## config.mk

```make
export PLATFORM = sky130hd
export DESIGN_NAME = bmm_ctrl
export DESIGN_NICKNAME = d
export VERILOG_FILES = /design/src/design/bmm_pkg.sv /design/src/design/bmm_ctrl.sv
export SDC_FILE = /design/constraint.sdc
export NUM_CORES = 1
export LEC_CHECK = 0
export BUFFER_PORTS_ARGS = -buffer_cell sky130_fd_sc_hd__buf_2
export CAP_MARGIN = 20
export CORE_ASPECT_RATIO = 1.2
export CORE_MARGIN = 2
export CORE_UTILIZATION = 60
export DETAILED_ROUTE_END_ITERATION = 10
export PLACE_DENSITY = 0.89
export SLEW_MARGIN = 20
export SYNTH_ARGS = -nofsm -noshare
export SYNTH_HDL_FRONTEND = slang
export SYNTH_SLANG_ARGS = --single-unit
```

## constraint.sdc

```tcl
create_clock -name i_clk -period 3.8 [get_ports i_clk]
set_clock_uncertainty 0.1 [all_clocks]
set_input_delay 1.14 -clock i_clk [delete_from_list [all_inputs] [get_ports i_clk]]
set_output_delay 1.14 -clock i_clk [all_outputs]
set_load 0.005 [all_outputs]
```

## src/design/bmm_pkg.sv

```systemverilog
`default_nettype none

package bmm_pkg;

    // Widths fixed by the element and index fields of the channels.
    localparam int IdxWidth  = 3;
    localparam int WordWidth = 32;

    typedef logic [IdxWidth-1:0]         t_idx;
    typedef logic signed [WordWidth-1:0] t_word;

    // Sequencer states: loading, tiled multiply-accumulate, and readout.
    typedef enum logic [2:0] {
        ST_IDLE,
        ST_C_RD,
        ST_AB_RD,
        ST_MUL,
        ST_ADD,
        ST_C_WR,
        ST_DR_RD,
        ST_DR_OUT
    } t_bmm_state;

    // Commands from the controller to the datapath.
    typedef struct packed {
        logic load_wr;
        logic c_rd;
        logic ab_rd;
        logic acc_init;
        logic acc_zero;
        logic mul_en;
        logic acc_add;
        logic c_wr;
        logic out_load;
        logic out_last;
    } t_bmm_cmd;

    // Status from the datapath to the controller.
    typedef struct packed {
        logic out_free;
    } t_bmm_stat;

endpackage

`default_nettype wire

```

## src/design/bmm_ctrl.sv

```systemverilog
`default_nettype none

module bmm_ctrl #(
    parameter int MATRIX_DIM = 8,
    parameter int TILE_DIM   = 2
) (
    input  wire                          i_clk,
    input  wire                          i_rst_n,
    input  wire                          i_load_valid,
    input  wire                          i_load_done,
    output logic                         o_load_ready,
    input  bmm_pkg::t_bmm_stat           i_stat,
    output bmm_pkg::t_bmm_cmd            o_cmd,
    output logic [$clog2(MATRIX_DIM)-1:0] o_i,
    output logic [$clog2(MATRIX_DIM)-1:0] o_j,
    output logic [$clog2(MATRIX_DIM)-1:0] o_k
);
    import bmm_pkg::*;

    localparam int IW   = $clog2(MATRIX_DIM);
    localparam int CW   = IW + 4;
    localparam int Step = (TILE_DIM > 0) ? TILE_DIM : 1;

    localparam logic [CW-1:0] StepC   = CW'(Step);
    localparam logic [CW-1:0] DimC    = CW'(MATRIX_DIM);
    localparam logic [IW-1:0] LastIdx = IW'(MATRIX_DIM - 1);

    t_bmm_state    r_state, n_state;
    logic [IW-1:0] r_ti, n_ti, r_tj, n_tj, r_tk, n_tk;
    logic [IW-1:0] r_i, n_i, r_j, n_j, r_k, n_k;

    logic load_acc;
    logic last_i, last_j, last_k;
    logic last_ti, last_tj, last_tk;
    logic last_elem;

    // True when x is the final index of the span that starts at t.
    function automatic logic span_last(input logic [IW-1:0] x, input logic [IW-1:0] t);
        logic [CW-1:0] span_end;
        span_end  = CW'(t) + StepC - CW'(1);
        span_last = (x == LastIdx) || (CW'(x) == span_end);
    endfunction

    // True when the tile that starts at t is the final one along its axis.
    function automatic logic tile_last(input logic [IW-1:0] t);
        tile_last = (CW'(t) + StepC) >= DimC;
    endfunction

    assign load_acc  = i_load_valid && o_load_ready;
    assign last_i    = span_last(r_i, r_ti);
    assign last_j    = span_last(r_j, r_tj);
    assign last_k    = span_last(r_k, r_tk);
    assign last_ti   = tile_last(r_ti);
    assign last_tj   = tile_last(r_tj);
    assign last_tk   = tile_last(r_tk);
    assign last_elem = (r_i == LastIdx) && (r_j == LastIdx);

    // Next state.
    always_comb begin
        n_state = r_state;
        case (r_state)
            ST_IDLE: begin
                if (load_acc && i_load_done) begin
                    n_state = ST_C_RD;
                end
            end
            ST_C_RD:  n_state = ST_AB_RD;
            ST_AB_RD: n_state = ST_MUL;
            ST_MUL:   n_state = ST_ADD;
            ST_ADD: begin
                n_state = last_k ? ST_C_WR : ST_AB_RD;
            end
            ST_C_WR: begin
                if (last_j && last_i && last_tk && last_tj && last_ti) begin
                    n_state = ST_DR_RD;
                end else begin
                    n_state = ST_C_RD;
                end
            end
            ST_DR_RD: n_state = ST_DR_OUT;
            ST_DR_OUT: begin
                if (i_stat.out_free) begin
                    n_state = last_elem ? ST_IDLE : ST_DR_RD;
                end
            end
            default: n_state = ST_IDLE;
        endcase
    end

    // Loop counters: tiles outermost, then rows and columns inside a tile.
    always_comb begin
        n_ti = r_ti;
        n_tj = r_tj;
        n_tk = r_tk;
        n_i  = r_i;
        n_j  = r_j;
        n_k  = r_k;
        case (r_state)
            ST_ADD: begin
                if (!last_k) begin
                    n_k = r_k + IW'(1);
                end
            end
            ST_C_WR: begin
                if (last_j && last_i) begin
                    if (!last_tk) begin
                        n_tk = IW'(CW'(r_tk) + StepC);
                    end else begin
                        n_tk = '0;
                        if (!last_tj) begin
                            n_tj = IW'(CW'(r_tj) + StepC);
                        end else begin
                            n_tj = '0;
                            if (!last_ti) begin
                                n_ti = IW'(CW'(r_ti) + StepC);
                            end else begin
                                n_ti = '0;
                            end
                        end
                    end
                end
                if (!last_j) begin
                    n_j = r_j + IW'(1);
                end else begin
                    n_j = n_tj;
                    if (!last_i) begin
                        n_i = r_i + IW'(1);
                    end else begin
                        n_i = n_ti;
                    end
                end
                n_k = n_tk;
            end
            ST_DR_OUT: begin
                if (i_stat.out_free) begin
                    if (r_j != LastIdx) begin
                        n_j = r_j + IW'(1);
                    end else begin
                        n_j = '0;
                        n_i = last_elem ? '0 : r_i + IW'(1);
                    end
                end
            end
            default: begin
            end
        endcase
    end

    // Commands to the datapath; no request is taken while reset is held.
    always_comb begin
        o_cmd          = '0;
        o_load_ready   = (r_state == ST_IDLE) && i_rst_n;
        o_cmd.load_wr  = load_acc;
        case (r_state)
            ST_C_RD:  o_cmd.c_rd = 1'b1;
            ST_AB_RD: begin
                o_cmd.ab_rd    = 1'b1;
                o_cmd.acc_init = (r_k == r_tk);
                o_cmd.acc_zero = (r_tk == '0);
            end
            ST_MUL:   o_cmd.mul_en  = 1'b1;
            ST_ADD:   o_cmd.acc_add = 1'b1;
            ST_C_WR:  o_cmd.c_wr    = 1'b1;
            ST_DR_RD: o_cmd.c_rd    = 1'b1;
            ST_DR_OUT: begin
                o_cmd.out_load = i_stat.out_free;
                o_cmd.out_last = last_elem;
            end
            default: begin
            end
        endcase
    end

    assign o_i = r_i;
    assign o_j = r_j;
    assign o_k = r_k;

    // State and counter registers.
    always_ff @(posedge i_clk) begin
        if (!i_rst_n) begin
            r_state <= ST_IDLE;
            r_ti    <= '0;
            r_tj    <= '0;
            r_tk    <= '0;
            r_i     <= '0;
            r_j     <= '0;
            r_k     <= '0;
        end else begin
            r_state <= n_state;
            r_ti    <= n_ti;
            r_tj    <= n_tj;
            r_tk    <= n_tk;
            r_i     <= n_i;
            r_j     <= n_j;
            r_k     <= n_k;
        end
    end

endmodule

`default_nettype wire

```

==> results.cfg <==
[run_status]
status = finished clean

[cts]
insertion_delay_ns = 0.32
root_buffer = clkbuf_4
cts-buffers-inserted = 3
clk_path_buf_depth = 2
htree_levels = 1
post_cts_resized = 0
clk_pin_slew_worst_paths_ns = 0.13
postCtsHoldBufs = 0
cts_num_sinks = 21
cts_setup_buffers = 0
cts_tree = built

[placed_design]
placed_area_um2 = 1890
dp_hpwl_um = 3180
placement.io_buffers = 24
place_congestion = 0.884

[detailed_routing]
drt-initial-drc-count = 43
ant_nets = 0
via_per_inst = 6.29
wl_per_cell_um = 15.8
vias = 1660
drc = 0
routed_wl_um = 4160
firstDrtPassIters = 4

[timing]
slew_headroom_pct = 66.8
worst_pin_slew_ns = 0.498
finalCritPeriodShare_pct = 86.5
rsz0062_at_grt = false
setup_viol = 0
min_period_ns = 3.29
clock.fmax_ghz = 0.304
final-max-slew-violation-count = 0
fin_tns_setup_ns = 0
hold_viol_final = 0

[power]
peakVddDrop_uv = 147
p_leak_nw = 0.867
power.density_nw_per_um2 = 215

[setup_path]
reg2reg_to = r_tj[1]
crit_start = i_stat
r2r_cells = 8
critPathKind = input pin to output pin
critical_path_arrival_ns = 2.05
setup.worst_path.end_class = output pin
r2r_slack_ns = 1.29
startpoint_type = input pin
rr_startpoint = r_tj[1]
timing.critical_path.to = o_cmd[2]
crit_required_ns = 2.56
crit_fanout = 8

[synth]
ys_ff_latch = 21
synth_fa_ha_area_share_pct = 13.5
ys_seq_area_share_pct = 23.8
synth_top_family_by_area = simple AND/OR/NAND/NOR gates
synth-compound-area-share_pct = 21.5
avgSynthCellArea_um2 = 8.44
synth-simple-area-share_pct = 24.6
ys_warn_count = 0
synth-async-reset-ratio_pct = 0
synth_cell_type_count = 46
synth-edff-count = 0
synthXorXnorAreaFrac_pct = 6.74
netlist_area_um2 = 1760
yosys-mux-area-fraction_pct = 4.61
netlist_instances = 209
ys.flop_type = dfxtp_1
syn_nets = 233

[job]
cap_violations = 0

[cells_and_area]
final_common_cell = buf_2
diodes = 0
layout_common_cells = buf_2, dfxtp_1, ha_1
drive_gt1_share_pct = 18.3
fin_area_um2 = 1920
area.growth.synth_to_final_pct = 8.94
layout.nets = 255

[floorplanning]
pin_count = 25
dieWidth_um = 53.5
coreArea_um2 = 2790
start_util_pct = 63.3
dieHeight_um = 63.4
rows = 21
die-area_um2 = 3390

[grt]
antenna_found_initial = 0
grt_max_degree = 16
grt_pass1_vias = 1594
grt_pass1_wl_um = 6910
track_usage_pct = 27.1
grt_overflow = 0

[worst_hold_path]
hp-class = flop to flop
-- synth_stat cells (2+ instances only) --
library cell  number  area share [%]
nand2_1           11             2.3
or3_1              2            0.71
buf_4              2            0.85
a31oi_1           10             3.5
o21ai_0            9             2.6
a211oi_1           2            0.85
nand2b_1           6             2.1
and3_1             5             1.8
nor3_1             5             1.4
ha_1              19              13
nor4_4             2             2.4
a21oi_2            4             2.0
and2_1             5             1.8
mux2i_1            7             4.0
o211ai_1           3             1.3
nor2b_1            4             1.4
nor3b_1            4             1.7
dfxtp_1           21              24
nand3_1            7             2.0
xor2_1             5             2.5
buf_2              2            0.57
xnor2_1            6             3.0
clkbuf_1           4            0.85
a21oi_1            9             2.6
a22oi_1            2            0.85
a21o_1             4             1.7
nor2_1            14             3.0
inv_1             14             3.0
o2111ai_1          2            0.99
o22ai_1            2            0.71
a211oi_2           2             1.4
-- metrics by stage --
step | std cells | setup WS (ns) | util (%) | power [mW] | hold slack [ns]
3_3_place_gp | 260 | 0.564 | 68.0 | 0.298 | 0.397
3_5_place_dp | 260 | 0.535 | 68.0 | 0.300 | 0.419
4_1_cts | 264 | 0.528 | 69.0 | 0.413 | 0.437
2_1_floorplan | 209 | 0.708 | - | 0.281 | 0.359
5_1_grt | 264 | 0.417 | 69.0 | 0.431 | 0.458
6_report | 264 | 0.514 | 69.0 | 0.414 | 0.431
-- kinds of logic (layout without fill, tap and decap cells) --
group | after synthesis | count (layout)
xor+xnor | 12 | 12
buf+inv | 22 | 43
flops | 21 | 21
simple gates | 71 | 71
mux | 8 | 8
fa+ha+maj | 19 | 19
compound gates | 56 | 56
-- area by class of cell --
cell class,count,area (um^2)
Multi-Input combinational cell,166,1250
Fill cell,250,865
Sequential cell,21,420
Timing Repair Buffer,25,128
Inverter,14,52.6
Tap cell,34,42.5
Clock buffer,3,22.5
Clock inverter,1,5.00
-- worst max-delay path, cell delays in order --
cell	delay, ns
buf_2	0.10
inv_1	0.09
a21oi_2	0.31
nand2_2	0.19
inv_1	0.11
buf_2	0.11
-- state kept, by name (all words and copies together) (netlist names) --
name	cells
o_i	3
o_j	3
o_k	3
r_state	3
r_ti	3
r_tj	3
r_tk	3
-- where the power goes --
part	internal [mW]	leakage, nW	switching (mW)
logic	0.0273	0.679	0.0291
clock network	0.0395	0.0177	0.0789
registers	0.225	0.169	0.0141
-- worst min path at each step --
| stage | start | endpoint | slack (ns) | depth (start not counted) |
|---|---|---|---|---|
| 5_1_grt | r_tk[0] | r_tk[0] | 0.46 | 1 |
| 6_report | r_ti[0] | r_ti[0] | 0.43 | 2 |
| 2_1_floorplan | r_ti[0] | r_ti[0] | 0.36 | 2 |
| 4_1_cts | r_ti[0] | r_ti[0] | 0.44 | 2 |
| 3_3_place_gp | r_ti[0] | r_ti[0] | 0.40 | 2 |
| 3_5_place_dp | r_ti[0] | r_ti[0] | 0.42 | 2 |
-- metal layers --
layer | GRT usage [%] | wire (um)
met1 | 31.5 | 1680
met2 | 48.9 | 2150
met3 | 2.84 | 214
met4 | 9.94 | 110
met5 | 0 | 0
Note: power is estimated with default switching activity, not from simulation.
